### src/rtl/lict_pkg.sv
`timescale 1ns / 1ps
// ----------------------------------------------------------------------------
// lict_pkg
// Shared types and constants for the local interrupt controller timer subset.
// ----------------------------------------------------------------------------
package lict_pkg;

  localparam int COUNTER_WIDTH_DEF = 32;

  // commands
  localparam logic [1:0] CMD_TICK  = 2'd0;
  localparam logic [1:0] CMD_WRITE = 2'd1;
  localparam logic [1:0] CMD_READ  = 2'd2;

  // register offsets
  localparam logic [9:0] OFF_EOI    = 10'h0b0;
  localparam logic [9:0] OFF_SPUR   = 10'h0f0;
  localparam logic [9:0] OFF_ICR_LO = 10'h300;
  localparam logic [9:0] OFF_ICR_HI = 10'h310;
  localparam logic [9:0] OFF_LVT    = 10'h320;
  localparam logic [9:0] OFF_INIT   = 10'h380;
  localparam logic [9:0] OFF_CUR    = 10'h390;
  localparam logic [9:0] OFF_DIV    = 10'h3e0;

  // register field masks
  localparam logic [17:0] LVT_KEEP     = 18'h300ff;
  localparam logic [17:0] LVT_RESET    = 18'h10000;
  localparam int          LVT_MASK_BIT = 16;
  localparam int          LVT_PER_BIT  = 17;
  localparam int          SPUR_EN_BIT  = 8;
  localparam logic [3:0]  DIV_KEEP     = 4'hb;
  localparam logic [31:0] ICR_KEEP     = 32'hffffefff;

  typedef struct packed {
    logic [1:0]  command;
    logic [9:0]  reg_offset;
    logic [31:0] write_data;
  } in_item_t;

  typedef struct packed {
    logic [31:0] read_data;
    logic        timer_interrupt;
    logic [7:0]  interrupt_vector;
    logic        ipi_send;
    logic [7:0]  ipi_destination;
    logic [7:0]  ipi_vector;
  } out_item_t;

endpackage

### src/rtl/lict_core.sv
`timescale 1ns / 1ps
// ----------------------------------------------------------------------------
// lict_core
// Architectural registers, timer prescaler and counter, and the result logic
// for one item; state advances on each transfer through the stage.
// ----------------------------------------------------------------------------
module lict_core
  import lict_pkg::*;
#(
  parameter int COUNTER_WIDTH = COUNTER_WIDTH_DEF
) (
  input  logic      clk,
  input  logic      rst_n,
  input  logic      fire,
  input  in_item_t  item,
  output out_item_t res
);

  localparam int CW = COUNTER_WIDTH;

  logic [8:0]    spur_r,    spur_nxt;
  logic [17:0]   lvt_r,     lvt_nxt;
  logic [CW-1:0] init_r,    init_nxt;
  logic [CW-1:0] cur_r,     cur_nxt;
  logic [3:0]    div_r,     div_nxt;
  logic [6:0]    presc_r,   presc_nxt;
  logic [7:0]    target_r,  target_nxt;
  logic [31:0]   icr_lo_r,  icr_lo_nxt;

  logic [2:0]    div_shift;
  logic [6:0]    period;
  logic [6:0]    presc_inc;
  logic [CW-1:0] cur_dec;
  logic          step;

  assign div_shift = {div_r[3], div_r[1:0]} + 3'd1;
  assign period    = (7'd1 << div_shift) - 7'd1;
  assign presc_inc = presc_r + 7'd1;
  assign cur_dec   = cur_r - {{(CW-1){1'b0}}, 1'b1};
  assign step      = ((presc_inc & period) == 7'd0) && (cur_r != '0);

  always_comb begin
    spur_nxt   = spur_r;
    lvt_nxt    = lvt_r;
    init_nxt   = init_r;
    cur_nxt    = cur_r;
    div_nxt    = div_r;
    presc_nxt  = presc_r;
    target_nxt = target_r;
    icr_lo_nxt = icr_lo_r;
    res        = '0;
    case (item.command)
      CMD_TICK: begin
        presc_nxt = presc_inc;
        if (step) begin
          cur_nxt = cur_dec;
          if (cur_dec == '0) begin
            if (!lvt_r[LVT_MASK_BIT] && spur_r[SPUR_EN_BIT]) begin
              res.timer_interrupt  = 1'b1;
              res.interrupt_vector = lvt_r[7:0];
            end
            if (lvt_r[LVT_PER_BIT]) begin
              cur_nxt = init_r;
            end
          end
        end
      end
      CMD_WRITE: begin
        case (item.reg_offset)
          OFF_SPUR:   spur_nxt = item.write_data[8:0];
          OFF_ICR_LO: begin
            icr_lo_nxt          = item.write_data & ICR_KEEP;
            res.ipi_send        = 1'b1;
            res.ipi_destination = target_r;
            res.ipi_vector      = item.write_data[7:0];
          end
          OFF_ICR_HI: target_nxt = item.write_data[31:24];
          OFF_LVT:    lvt_nxt = item.write_data[17:0] & LVT_KEEP;
          OFF_INIT: begin
            init_nxt  = item.write_data[CW-1:0];
            cur_nxt   = item.write_data[CW-1:0];
            presc_nxt = 7'd0;
          end
          OFF_DIV:    div_nxt = item.write_data[3:0] & DIV_KEEP;
          default: ;
        endcase
      end
      CMD_READ: begin
        case (item.reg_offset)
          OFF_EOI:    res.read_data = 32'd0;
          OFF_SPUR:   res.read_data = 32'(spur_r);
          OFF_ICR_LO: res.read_data = icr_lo_r;
          OFF_ICR_HI: res.read_data = {target_r, 24'd0};
          OFF_LVT:    res.read_data = 32'(lvt_r);
          OFF_INIT:   res.read_data = 32'(init_r);
          OFF_CUR:    res.read_data = 32'(cur_r);
          OFF_DIV:    res.read_data = 32'(div_r);
          default:    res.read_data = 32'd0;
        endcase
      end
      default: ;
    endcase
  end

  always_ff @(posedge clk) begin
    if (!rst_n) begin
      spur_r   <= '0;
      lvt_r    <= LVT_RESET;
      init_r   <= '0;
      cur_r    <= '0;
      div_r    <= '0;
      presc_r  <= '0;
      target_r <= '0;
      icr_lo_r <= '0;
    end else if (fire) begin
      spur_r   <= spur_nxt;
      lvt_r    <= lvt_nxt;
      init_r   <= init_nxt;
      cur_r    <= cur_nxt;
      div_r    <= div_nxt;
      presc_r  <= presc_nxt;
      target_r <= target_nxt;
      icr_lo_r <= icr_lo_nxt;
    end
  end

endmodule

### src/rtl/local_interrupt_controller_timer.sv
`timescale 1ns / 1ps
// ----------------------------------------------------------------------------
// local_interrupt_controller_timer
// Local interrupt controller subset: timer with prescaler, LVT, spurious
// enable and IPI send through the ICR, driven by tick, write and read items.
//
//   port group | dir | payload     | handshake
//   in_        | in  | in_item_t   | in_valid / in_stall
//   out_       | out | out_item_t  | out_valid / out_stall
//
// One item per cycle sustained while out_stall is low; a result passes the
// input register, then the result register, with the register file between.
// Reset is synchronous; it clears the controller state but sets the LVT mask bit.
// A stalled result holds; the input register keeps one item behind it and
// in_stall rises only when both registers are full and out_stall is high.
// ----------------------------------------------------------------------------
module local_interrupt_controller_timer
  import lict_pkg::*;
#(
  parameter int COUNTER_WIDTH = COUNTER_WIDTH_DEF
) (
  input  logic      clk,
  input  logic      rst_n,
  input  logic      in_valid,
  output logic      in_stall,
  input  in_item_t  in_data,
  output logic      out_valid,
  input  logic      out_stall,
  output out_item_t out_data
);

  logic      in_valid_r;
  in_item_t  in_item_r;
  logic      out_valid_r;
  out_item_t out_item_r;
  out_item_t res;
  logic      out_free;
  logic      fire;

  assign out_free = !out_valid_r || !out_stall;
  assign fire     = in_valid_r && out_free;
  assign in_stall = in_valid_r && !out_free;

  lict_core #(
    .COUNTER_WIDTH(COUNTER_WIDTH)
  ) u_core (
    .clk  (clk),
    .rst_n(rst_n),
    .fire (fire),
    .item (in_item_r),
    .res  (res)
  );

  always_ff @(posedge clk) begin
    if (!rst_n) begin
      in_valid_r  <= 1'b0;
      out_valid_r <= 1'b0;
    end else begin
      if (!in_stall) begin
        in_valid_r <= in_valid;
      end
      if (out_free) begin
        out_valid_r <= in_valid_r;
      end
    end
  end

  always_ff @(posedge clk) begin
    if (in_valid && !in_stall) begin
      in_item_r <= in_data;
    end
    if (fire) begin
      out_item_r <= res;
    end
  end

  assign out_valid = out_valid_r;
  assign out_data  = out_item_r;

  // a timer result never carries read data or an ipi
  a_tint_alone: assert property (@(posedge clk) disable iff (!rst_n)
    out_valid && out_data.timer_interrupt |->
      !out_data.ipi_send && (out_data.read_data == 32'd0))
    else $error("timer interrupt mixed with other result fields");

  // vectors only show with their event
  a_vec_zero: assert property (@(posedge clk) disable iff (!rst_n)
    out_valid && !out_data.timer_interrupt |-> (out_data.interrupt_vector == 8'd0))
    else $error("timer vector without interrupt");

  // input side stalls only behind a blocked result
  a_stall_cause: assert property (@(posedge clk) disable iff (!rst_n)
    in_stall |-> out_valid && out_stall)
    else $error("input stalled while result register free");

  // nothing pending right after reset
  a_reset_empty: assert property (@(posedge clk)
    !rst_n |=> !out_valid && !in_stall)
    else $error("pipeline not empty after reset");

endmodule

### config.mk
export PLATFORM = sky130hd
export DESIGN_NAME = local_interrupt_controller_timer
export DESIGN_NICKNAME = d
export VERILOG_FILES = /design/src/rtl/lict_pkg.sv /design/src/rtl/lict_core.sv /design/src/rtl/local_interrupt_controller_timer.sv
export SDC_FILE = /design/constraint.sdc
export NUM_CORES = 1
export LEC_CHECK = 0
export BUFFER_PORTS_ARGS = -buffer_cell sky130_fd_sc_hd__buf_2
export CAP_MARGIN = 20
export CORE_ASPECT_RATIO = 1.25
export CORE_MARGIN = 1
export CORE_UTILIZATION = 55
export CTS_BUF_LIST = sky130_fd_sc_hd__clkbuf_4
export CTS_CLUSTER_DIAMETER = 120
export DETAILED_ROUTE_END_ITERATION = 7
export HOLD_SLACK_MARGIN = 0.08
export PLACE_DENSITY = 0.75
export SYNTH_ARGS = -nofsm -noshare
export SYNTH_HDL_FRONTEND = slang
export SYNTH_SLANG_ARGS = --single-unit
### constraint.sdc
create_clock -name clk -period 6 [get_ports clk]
set_clock_uncertainty 0.15 [all_clocks]
set_input_delay 1.2 -clock clk [delete_from_list [all_inputs] [get_ports clk]]
set_output_delay 1.2 -clock clk [all_outputs]
set_load 0.05 [all_outputs]
==> flow_summary.yaml, run 1 <==
die:
  die_x_um: 129
  core_mm2: 0.0195
  die_y_um: 160
  num_rows: 57
  initial_utilization_pct: 56.5
  die-area_mm2: 0.0206
  io_pins: 108
timing:
  worst_hold_slack_ns: 0.300
  fmax_mhz: 232
  worstMarginPinSlew_ns: 1.12
  finalWorstSetupSlack_ns: 1.68
  setup_viol: 0
  timing.final.crit_share_pct: 72.0
  rsz0062_at_grt: "false"
  tns_ns: 0
  slew_headroom_pct: 25.1
  hold_viol: 0
  slew_violations: 0
  layout_min_cycle_time_ns: 4.32
drt:
  vias_per_cell: 5.92
  antenna_left: 0
  wire_per_inst_um: 17.8
  drtIter0Drc: 677
  postRouteWirelength_um: 27200
  remaining_drc_errors: 0
  drtPass1Iterations: 6
  via_count: 9050
synthesis:
  synth_ff_type: "dfxtp_1"
  synth_seq_cells: 236
  synth_edf_count: 102
  ys.warnings.count: 0
  syn_nets: 1162
  synth_top_area_share_pct: 27.7
  syn_inst: 1107
  synth_async_sr_flop_share_pct: 0
  yosys-top-cells-area: "edfxtp_1, dfxtp_1, nand2_1, a21boi_1, clkbuf_1"
  synth_cell_type_count: 62
  seq_area_frac_synth_pct: 52.0
  yosysTopAreaCell: "edfxtp_1"
  syn_area_mm2: 0.0110
  avgSynthCellArea_um2: 9.97
layout:
  drive_above_1_share_pct: 21.9
  nFillCells: 1630
  fin_nets: 1272
  area_delta_synth_final_pct: 13.4
  final_core_util_pct: 64.1
critical_path:
  r2r_slack_ns: 1.68
  crit_buf_inv: 2
  cp_slowest_stage_delay_ns: 0.68
  crit_required_ns: 6.42
  end_kind: "flip-flop"
  start_kind: "flip-flop"
  crit_path_top_delay_cell: "nor4b_4"
  crit_fanout: 23
  cp.arrival_ns: 4.74
  setup.worst_path.class: "reg -> reg"
  cp_top_family: "simple AND/OR/NAND/NOR gates"
  crit_chain: "inv_1 -> ha_1 -> or4b_1 -> or4_1 -> xor2_1 -> nand4_1 -> nor4_1 -> nor4b_4 -> buf_4 -> a2111oi_2 -> nor4b_2"
clock_tree:
  post_cts_resized: 0
  clock_sinks: 236
  numCtsBuffers: 56
  htreeDepth: 2
  ctsHoldBuffers: 0
  clk_latency_ns: 0.68
  clk_pin_slew_ns: 0.07
  clockBufferDepth: 3
  root_buffer: "clkbuf_4"
  cts_tree: "built"
  post-cts-setup-buffers: 0
pwr:
  p_per_area_mw_per_mm2: 268
  ir_drop_uv: 187
  pwr-share-comb_pct: 9.6
  power_frac_seq_pct: 52.4
  p_leak_nw: 4.47
  swShare_pct: 26.5
  clkPwrFrac_pct: 38.1
  internal-power_w: 0.00247
  p_switching_w: 0.000887
flow_run:
  cap_viol_max_count: 0
grt:
  grt_max_degree: 67
  grt_overflow_total: 0
  track_usage_pct: 27.0
  grt_first_pass_wirelength_um: 44200
  antenna_found_initial: 1
  grt_pass1_vias: 8782
status:
  status: "complete, no violations"
placement:
  pre_cts_ws_ns: 1.76
  dp_hpwl_um: 17800
  place.gp.congestion: 0.887
  io_buffers: 107
worst_hold_path:
  hold_path.class: "reg -> reg"
==> final cells by class <==
| cell class | count | area [um^2] | area share, % |
|---|---|---|---|
| Tap cell | 265 | 332 | 2.65 |
| Multi-Input combinational cell | 781 | 4960 | 39.6 |
| Inverter | 12 | 45.0 | 0.360 |
| Clock buffer | 77 | 578 | 4.62 |
| Timing Repair Buffer | 130 | 716 | 5.72 |
| Sequential cell | 236 | 5750 | 45.9 |
| Antenna cell | 1 | 2.50 | 0.0200 |
| Clock inverter | 28 | 139 | 1.11 |
==> cells in the final DEF (no fill, tap or decap), drive strengths merged, types with 19 or more instances in the layout <==
cell type and n:
nor2 50, nor3 32, o211ai 19, a21boi 77, clkinv 27, clkbuf 78, a21oi 34, dfxtp 134
nand2 221, a31oi 25, edfxtp 102, nor2b 26, buf 129, or4b 20, a22oi 22, and3 19
==> worst register-to-register path, delay by kind of cell, from the launching register on <==
kind / cells / cell delay, ns
and+or+nand+nor: 6 / 2.37
buffers and inverters: 2 / 0.56
DFF: 1 / 0.39
adders and majority gates: 1 / 0.31
xor gates and xnor gates: 1 / 0.30
AOI/OAI and AO/OA: 1 / 0.13
==> cell families (layout without fill, tap and decap cells) <==
kind of cell / after synthesis / in the layout / share of synthesized area (%)
and+or+nand+nor: 481 / 481 / 22.9
AOI/OAI and AO/OA: 236 / 236 / 16.0
DFF: 236 / 236 / 52.0
buffers and inverters: 90 / 247 / 3.33
xor gates and xnor gates: 30 / 30 / 2.38
muxes: 27 / 27 / 2.56
adders and majority gates: 7 / 7 / 0.793
other: 0 / 1 / 0
==> stage by stage <==
| step | total power (W) | instance area (um^2) | instances |
|---|---|---|---|
| 6_report | 0.00335 | 12500 | 1530 |
| 3_3_place_gp | 0.00210 | 11800 | 1422 |
| 2_1_floorplan | 0.00202 | 11000 | 1107 |
| 5_1_grt | 0.00350 | 12500 | 1530 |
| 4_1_cts | 0.00338 | 12500 | 1527 |
| 3_5_place_dp | 0.00211 | 11800 | 1422 |
==> final timing paths <==
kind	startpoint	endpoint	cells after the start
worst max register to register	u_core.cur_r[0]$_SDFFE_PN0P_	u_core.cur_r[14]$_SDFFE_PN0P_	11
worst min-delay path	u_core.icr_lo_r[26]$_SDFFE_PN0P_	u_core.icr_lo_r[26]$_SDFFE_PN0P_	2
worst max-delay path	u_core.cur_r[0]$_SDFFE_PN0P_	u_core.cur_r[14]$_SDFFE_PN0P_	11
worst min register to register	u_core.icr_lo_r[26]$_SDFFE_PN0P_	u_core.icr_lo_r[26]$_SDFFE_PN0P_	2
==> state kept, by name (all words and copies together), names as in the netlist <==
name,flops
out_valid,1
u_core.target_r,8
u_core.cur_r,32
u_core.lvt_r,10
u_core.init_r,32
out_data,58
u_core.presc_r,7
in_item_r,44
u_core.spur_r,9
in_valid_r,1
u_core.div_r,3
u_core.icr_lo_r,31
==> Yosys cell counts, types with 5 or more instances <==
library cell / count
a2111oi_2: 10
nor2_1: 50
ha_1: 7
o31ai_1: 5
mux2i_1: 17
or3_1: 6
a31oi_1: 25
inv_1: 11
nand3_1: 18
or4b_1: 7
mux2_2: 10
nor4_1: 17
nor2b_1: 26
xnor2_1: 14
a21oi_1: 34
nand4_1: 9
edfxtp_1: 102
o211ai_1: 19
a222oi_1: 14
nand2b_1: 7
clkbuf_1: 69
and2_1: 17
or4_1: 8
and3_1: 19
dfxtp_1: 134
xor2_1: 16
a21boi_0: 24
nand3b_1: 5
nor4b_2: 10
nand2_1: 221
nor3_1: 30
a21boi_1: 53
o21ai_0: 11
or4b_2: 13
a22oi_1: 22
==> per-layer routing <==
metal | global-route usage (%) | part of all wire (%) | vias up
li1 | - | - | 4316
met1 | 33.6 | 42 | 4353
met2 | 46.1 | 50 | 318
met3 | 5.06 | 5.5 | 63
met4 | 10.4 | 2.5 | 0
met5 | 0 | 0 | -
==> power by group through the flow <==
stage                     logic (W)  registers, W  clock network [W]
final                      0.000321       0.00176            0.00128
after floorplan            0.000187       0.00183                  0
after CTS                  0.000320       0.00176            0.00130
after global placement     0.000313       0.00179                  0
after detailed placement   0.000318       0.00179                  0
after global routing       0.000345       0.00176            0.00139
Power figures use the tool's default switching activity.
==> run 2, diff against run 1 <==
PLACE_DENSITY = 0.78   (was 0.75)
clock period = 3.9 ns   (was 6 ns; I/O delays follow)
==> run 2 against run 1 <==
Combinational power grew 63%; global-route usage down 0.12 points; sequential share of layout area down 0.97 points; die area unchanged; routed wire length grew 0.70%; maximum frequency grew 20%; first-iteration DRC count up 3.5%; utilization grew 1.4 points; via count up 0.91%; total power grew 57%; final cell count up 1.6%; largest cell class unchanged.
==> flow_summary.yaml, run 2 (synthesized netlist as in run 1, its figures left out) <==
timing:
  timing.final.crit_share_pct: 92.1
  slew_violations: 0
  layout_min_cycle_time_ns: 3.59
  finalWorstSetupSlack_ns: 0.309
  fmax_mhz: 278
  worstMarginPinSlew_ns: 0.834
  tns_ns: 0
  rsz0062_at_grt: "false"
  hold_viol: 0
  slew_headroom_pct: 44.4
  setup_viol: 0
pwr:
  p_per_area_mw_per_mm2: 411
  pwr-share-comb_pct: 9.9
  ir_drop_uv: 228
  swShare_pct: 25.6
  power_frac_seq_pct: 51.2
  p_leak_nw: 4.63
  clkPwrFrac_pct: 38.9
  p_switching_w: 0.00134
  internal-power_w: 0.00392
layout:
  final_common_cell: "nand2_1"
  stdcell_count: 1555
  final_area_mm2: 0.0128
  drive_above_1_share_pct: 24.4
  area_delta_synth_final_pct: 15.8
  largest_reg_flops: 58
  fin_nets: 1296
  most-common-layout-cells: "nand2_1, dfxtp_1, buf_2"
clock_tree:
  root_buffer: "clkbuf_4"
  htreeDepth: 2
  cts_tree: "built"
  numCtsBuffers: 57
  clock_sinks: 236
  clk_latency_ns: 0.67
  clk_pin_slew_ns: 0.07
  clockBufferDepth: 3
critical_path:
  r2r_end: "u_core.cur_r[31]$_SDFFE_PN0P_"
  worstSetupEndpoint: "u_core.cur_r[31]$_SDFFE_PN0P_"
  start_kind: "flip-flop"
  crit_required_ns: 4.29
  crit_fanout: 13
  setup.worst_path.class: "reg -> reg"
  startpoint: "u_core.cur_r[0]$_SDFFE_PN0P_"
  r2r-start: "u_core.cur_r[0]$_SDFFE_PN0P_"
  cp.arrival_ns: 3.98
  rr_worst_depth: 11
  r2r_slack_ns: 0.31
  end_kind: "flip-flop"
drt:
  antenna_left: 0
  remaining_drc_errors: 0
  via_count: 9132
  drtIter0Drc: 701
  postRouteWirelength_um: 27400
  vias_per_cell: 5.87
  wire_per_inst_um: 17.6
  drtPass1Iterations: 7
placement:
  placed_cell_area_mm2: 0.0120
  io_buffers: 107
  pre_cts_ws_ns: 0.223
  place.gp.congestion: 0.973
  dpl.cell_count: 1443
  dp_hpwl_um: 18400
grt:
  grt_first_pass_wirelength_um: 44000
  grt_overflow_total: 0
  antenna_found_initial: 1
  grt_max_degree: 55
  track_usage_pct: 26.9
  grt_pass1_vias: 8853
die:
  core_mm2: 0.0195
  io_pins: 108
  die_y_um: 160
  initial_utilization_pct: 56.5
  num_rows: 57
  die_x_um: 129
  die-area_mm2: 0.0206
flow_run:
  cap_viol_max_count: 0
status:
  status: "complete, no violations"
worst_hold_path:
  hold_path.class: "in -> reg"
==> run 2: metrics by stage <==
| stage | power [W] | hold WS, ns | utilization, % |
|---|---|---|---|
| floorplan | 0.00310 | 0.278 | - |
| global placement | 0.00325 | 0.287 | 61.2 |
| detailed placement | 0.00326 | 0.292 | 61.3 |
| CTS | 0.00530 | 0.0830 | 65.3 |
| global route | 0.00546 | 0.0972 | 65.4 |
| finish | 0.00526 | 0.135 | 65.4 |
==> run 2: worst max-delay path: stages, from the launching register on <==
cell,delay (ns)
dfxtp_1,0.39
inv_1,0.13
ha_2,0.26
or4b_1,0.50
or4_1,0.48
xor2_2,0.23
nand4_1,0.11
nor4_1,0.20
nor4b_4,0.27
buf_4,0.26
a2111oi_0,0.14
nor4b_1,0.35
==> run 2: area by class of cell <==
| cell class | count | area, um^2 |
|---|---|---|
| Fill cell | 1605 | 6750 |
| Timing Repair Buffer | 153 | 933 |
| Inverter | 12 | 45.0 |
| Tap cell | 265 | 332 |
| Sequential cell | 236 | 5750 |
| Clock inverter | 12 | 46.3 |
| Antenna cell | 1 | 2.50 |
| Multi-Input combinational cell | 781 | 4970 |
| Clock buffer | 95 | 713 |
==> run 2: how the worst min path moves through the flow <==
stage                                          start                               end  slack, ns  cells past startpoint
floorplan           u_core.icr_lo_r[16]$_SDFFE_PN0P_  u_core.icr_lo_r[16]$_SDFFE_PN0P_       0.28                      2
global placement    u_core.icr_lo_r[26]$_SDFFE_PN0P_  u_core.icr_lo_r[26]$_SDFFE_PN0P_       0.29                      2
detailed placement  u_core.icr_lo_r[17]$_SDFFE_PN0P_  u_core.icr_lo_r[17]$_SDFFE_PN0P_       0.29                      2
CTS                                      in_data[18]           in_item_r[18]$_DFFE_PP_       0.08                      1
global route                             in_data[10]           in_item_r[10]$_DFFE_PP_        0.1                      1
finish                                    in_data[5]            in_item_r[5]$_DFFE_PP_       0.13                      1
==> run 2: what timing repair did <==
action | in CTS | in global routing
gates resized for setup | 0 | 2
hold buffers | 3 | 0
hold endpoints to repair | 3 | 0
buffers inserted | 0 | 1
endpoints found under the setup margin | 0 | 9
==> run 2: metal layers <==
layer	share of wire, %	routed length [um]	vias to the layer above	track usage (%)
li1	-	-	4359	-
met1	42	11500	4350	33.6
met2	50	13600	367	45.7
met3	6.2	1710	56	4.36
met4	2.3	621	0	11.4
met5	0	0	-	0
==> run 2: power groups by stage <==
stage | combinational [W] | clock (W) | sequential, W
6_report | 0.000522 | 0.00204 | 0.00269
2_1_floorplan | 0.000288 | 0 | 0.00282
3_5_place_dp | 0.000514 | 0 | 0.00275
4_1_cts | 0.000518 | 0.00208 | 0.00269
5_1_grt | 0.000559 | 0.00221 | 0.00270
3_3_place_gp | 0.000504 | 0 | 0.00275
==> run 3, diff against run 2 <==
CELL_PAD_IN_SITES_DETAIL_PLACEMENT = 1   (was default)
CELL_PAD_IN_SITES_GLOBAL_PLACEMENT = 2   (was default)
CORE_UTILIZATION = 36   (was 55)
PLACE_DENSITY = default   (was 0.78)
PLACE_DENSITY_LB_ADDON = 0.1   (was default)
==> run 3 against run 2 <==
Sequential cell count is the same; cell area grew 5.6%; global-route usage shrank 3.9 points; hold slack gained 0.0040 ns; combinational power grew 11%; sequential share of layout area shrank 2.4 points; critical path depth is the same; largest power group unchanged.
==> flow_summary.yaml, run 3 (synthesized netlist as in run 1, its figures left out) <==
grt:
  grt_first_pass_wirelength_um: 54700
  grt_overflow_total: 0
  antenna_found_initial: 1
  track_usage_pct: 23.0
  grt_pass1_vias: 9808
  grt_max_degree: 62
critical_path:
  r2r_slack_ns: 0.31
  crit_required_ns: 4.37
  end_kind: "flip-flop"
  startpoint: "u_core.cur_r[0]$_SDFFE_PN0P_"
  worstSetupEndpoint: "u_core.cur_r[13]$_SDFFE_PN0P_"
  start_kind: "flip-flop"
  crit_path_top_delay_cell: "or4b_1"
  crit_chain: "inv_1 -> ha_1 -> or4b_1 -> or4_1 -> xor2_1 -> nand4_1 -> nor4_1 -> nor4b_4 -> buf_4 -> a2111oi_2 -> nor4b_2"
  crit_buf_inv: 2
  cp.arrival_ns: 4.06
  setup.worst_path.class: "reg -> reg"
  rr_worst_depth: 11
  crit_cells: 11
  crit_fanout: 15
  r2r-start: "u_core.cur_r[0]$_SDFFE_PN0P_"
  cp_slowest_stage_delay_ns: 0.50
  r2r_end: "u_core.cur_r[13]$_SDFFE_PN0P_"
  cp_top_family: "simple AND/OR/NAND/NOR gates"
placement:
  place.gp.congestion: 0.827
  dpl.cell_count: 1586
  dp_hpwl_um: 23100
  pre_cts_ws_ns: 0.306
  io_buffers: 107
drt:
  drtPass1Iterations: 5
  vias_per_cell: 5.30
  remaining_drc_errors: 0
  wire_per_inst_um: 19.8
  via_count: 9292
  drtIter0Drc: 472
  antenna_left: 0
  postRouteWirelength_um: 34600
layout:
  area_delta_synth_final_pct: 22.3
  fin_nets: 1353
  stdcell_count: 1753
  drive_above_1_share_pct: 24.5
  most-common-layout-cells: "nand2_1, dfxtp_1, clkbuf_4"
  final_core_util_pct: 44.8
  largest_reg_flops: 58
  final_common_cell: "nand2_1"
timing:
  setup_viol: 0
  worstMarginPinSlew_ns: 0.850
  slew_headroom_pct: 43.3
  worst_hold_slack_ns: 0.139
  slew_violations: 0
  finalWorstSetupSlack_ns: 0.309
  layout_min_cycle_time_ns: 3.59
  rsz0062_at_grt: "false"
  tns_ns: 0
  timing.final.crit_share_pct: 92.1
  hold_viol: 0
  fmax_mhz: 278
clock_tree:
  clk_latency_ns: 0.71
  clk_pin_slew_ns: 0.07
  ctsHoldBuffers: 42
  numCtsBuffers: 69
  post_cts_resized: 0
  root_buffer: "clkbuf_4"
  cts_tree: "built"
  htreeDepth: 3
  clock_sinks: 236
  clockBufferDepth: 3
  post-cts-setup-buffers: 0
pwr:
  p_leak_nw: 4.89
  ir_drop_uv: 204
  p_per_area_mw_per_mm2: 415
status:
  status: "complete, no violations"
die:
  io_pins: 108
  die_x_um: 159
  core_mm2: 0.0301
  num_rows: 71
  initial_utilization_pct: 36.7
  die-area_mm2: 0.0314
  die_y_um: 198
flow_run:
  cap_viol_max_count: 0
worst_hold_path:
  hold_path.class: "in -> reg"
run 3: metal layers:
| layer | global-route usage [%] | wire [um] | part of all wire [%] |
|---|---|---|---|
| met1 | 28.7 | 15500 | 45 |
| met2 | 39.6 | 17400 | 50 |
| met3 | 4.27 | 1260 | 3.6 |
| met4 | 7.37 | 520 | 1.5 |
| met5 | 0 | 0 | 0 |
run 3: where the power goes:
group / total, W / switching [W] / internal [W]
clock network: 0.00232 / 0.00107 / 0.00125
registers: 0.00270 / 0.0000552 / 0.00264
logic: 0.000582 / 0.000371 / 0.000211
total: 0.00560 / 0.00149 / 0.00411
run 3: how the worst min path moves through the flow:
stage	start	end	slack [ns]	cells after the start
after floorplan	u_core.icr_lo_r[16]$_SDFFE_PN0P_	u_core.icr_lo_r[16]$_SDFFE_PN0P_	0.28	2
after global placement	u_core.icr_lo_r[13]$_SDFFE_PN0P_	u_core.icr_lo_r[13]$_SDFFE_PN0P_	0.29	2
after detailed placement	u_core.icr_lo_r[25]$_SDFFE_PN0P_	u_core.icr_lo_r[25]$_SDFFE_PN0P_	0.30	2
after CTS	in_data[27]	in_item_r[27]$_DFFE_PP_	0.08	1
after global routing	in_data[27]	in_item_r[27]$_DFFE_PP_	0.1	1
final	in_data[27]	in_item_r[27]$_DFFE_PP_	0.14	1
run 3: worst reg2reg max path: cells and delay by family (launching register included):
| family | cells | cell delay, ns |
|---|---|---|
| flops | 1 | 0.40 |
| compound gates | 1 | 0.12 |
| simple gates | 6 | 1.94 |
| fa+ha+maj | 1 | 0.18 |
| xor+xnor | 1 | 0.26 |
| buf+inv | 2 | 0.46 |
run 3: cell type report:
| cell class | instances | area, um^2 |
|---|---|---|
| inverters | 12 | 45.0 |
| clock buffers | 108 | 811 |
| repair buffers | 198 | 1380 |
| clock inverters | 15 | 57.6 |
| well taps | 401 | 502 |
| diodes | 2 | 5.00 |
| fillers | 3477 | 16600 |
| flip-flops and latches | 236 | 5750 |
| multi-input cells | 781 | 4960 |
run 3: through the flow:
step	instance area (um^2)	total power (W)
floorplan	11000	0.00310
global placement	12200	0.00330
detailed placement	12200	0.00330
CTS	13500	0.00570
global route	13500	0.00587
finish	13500	0.00560
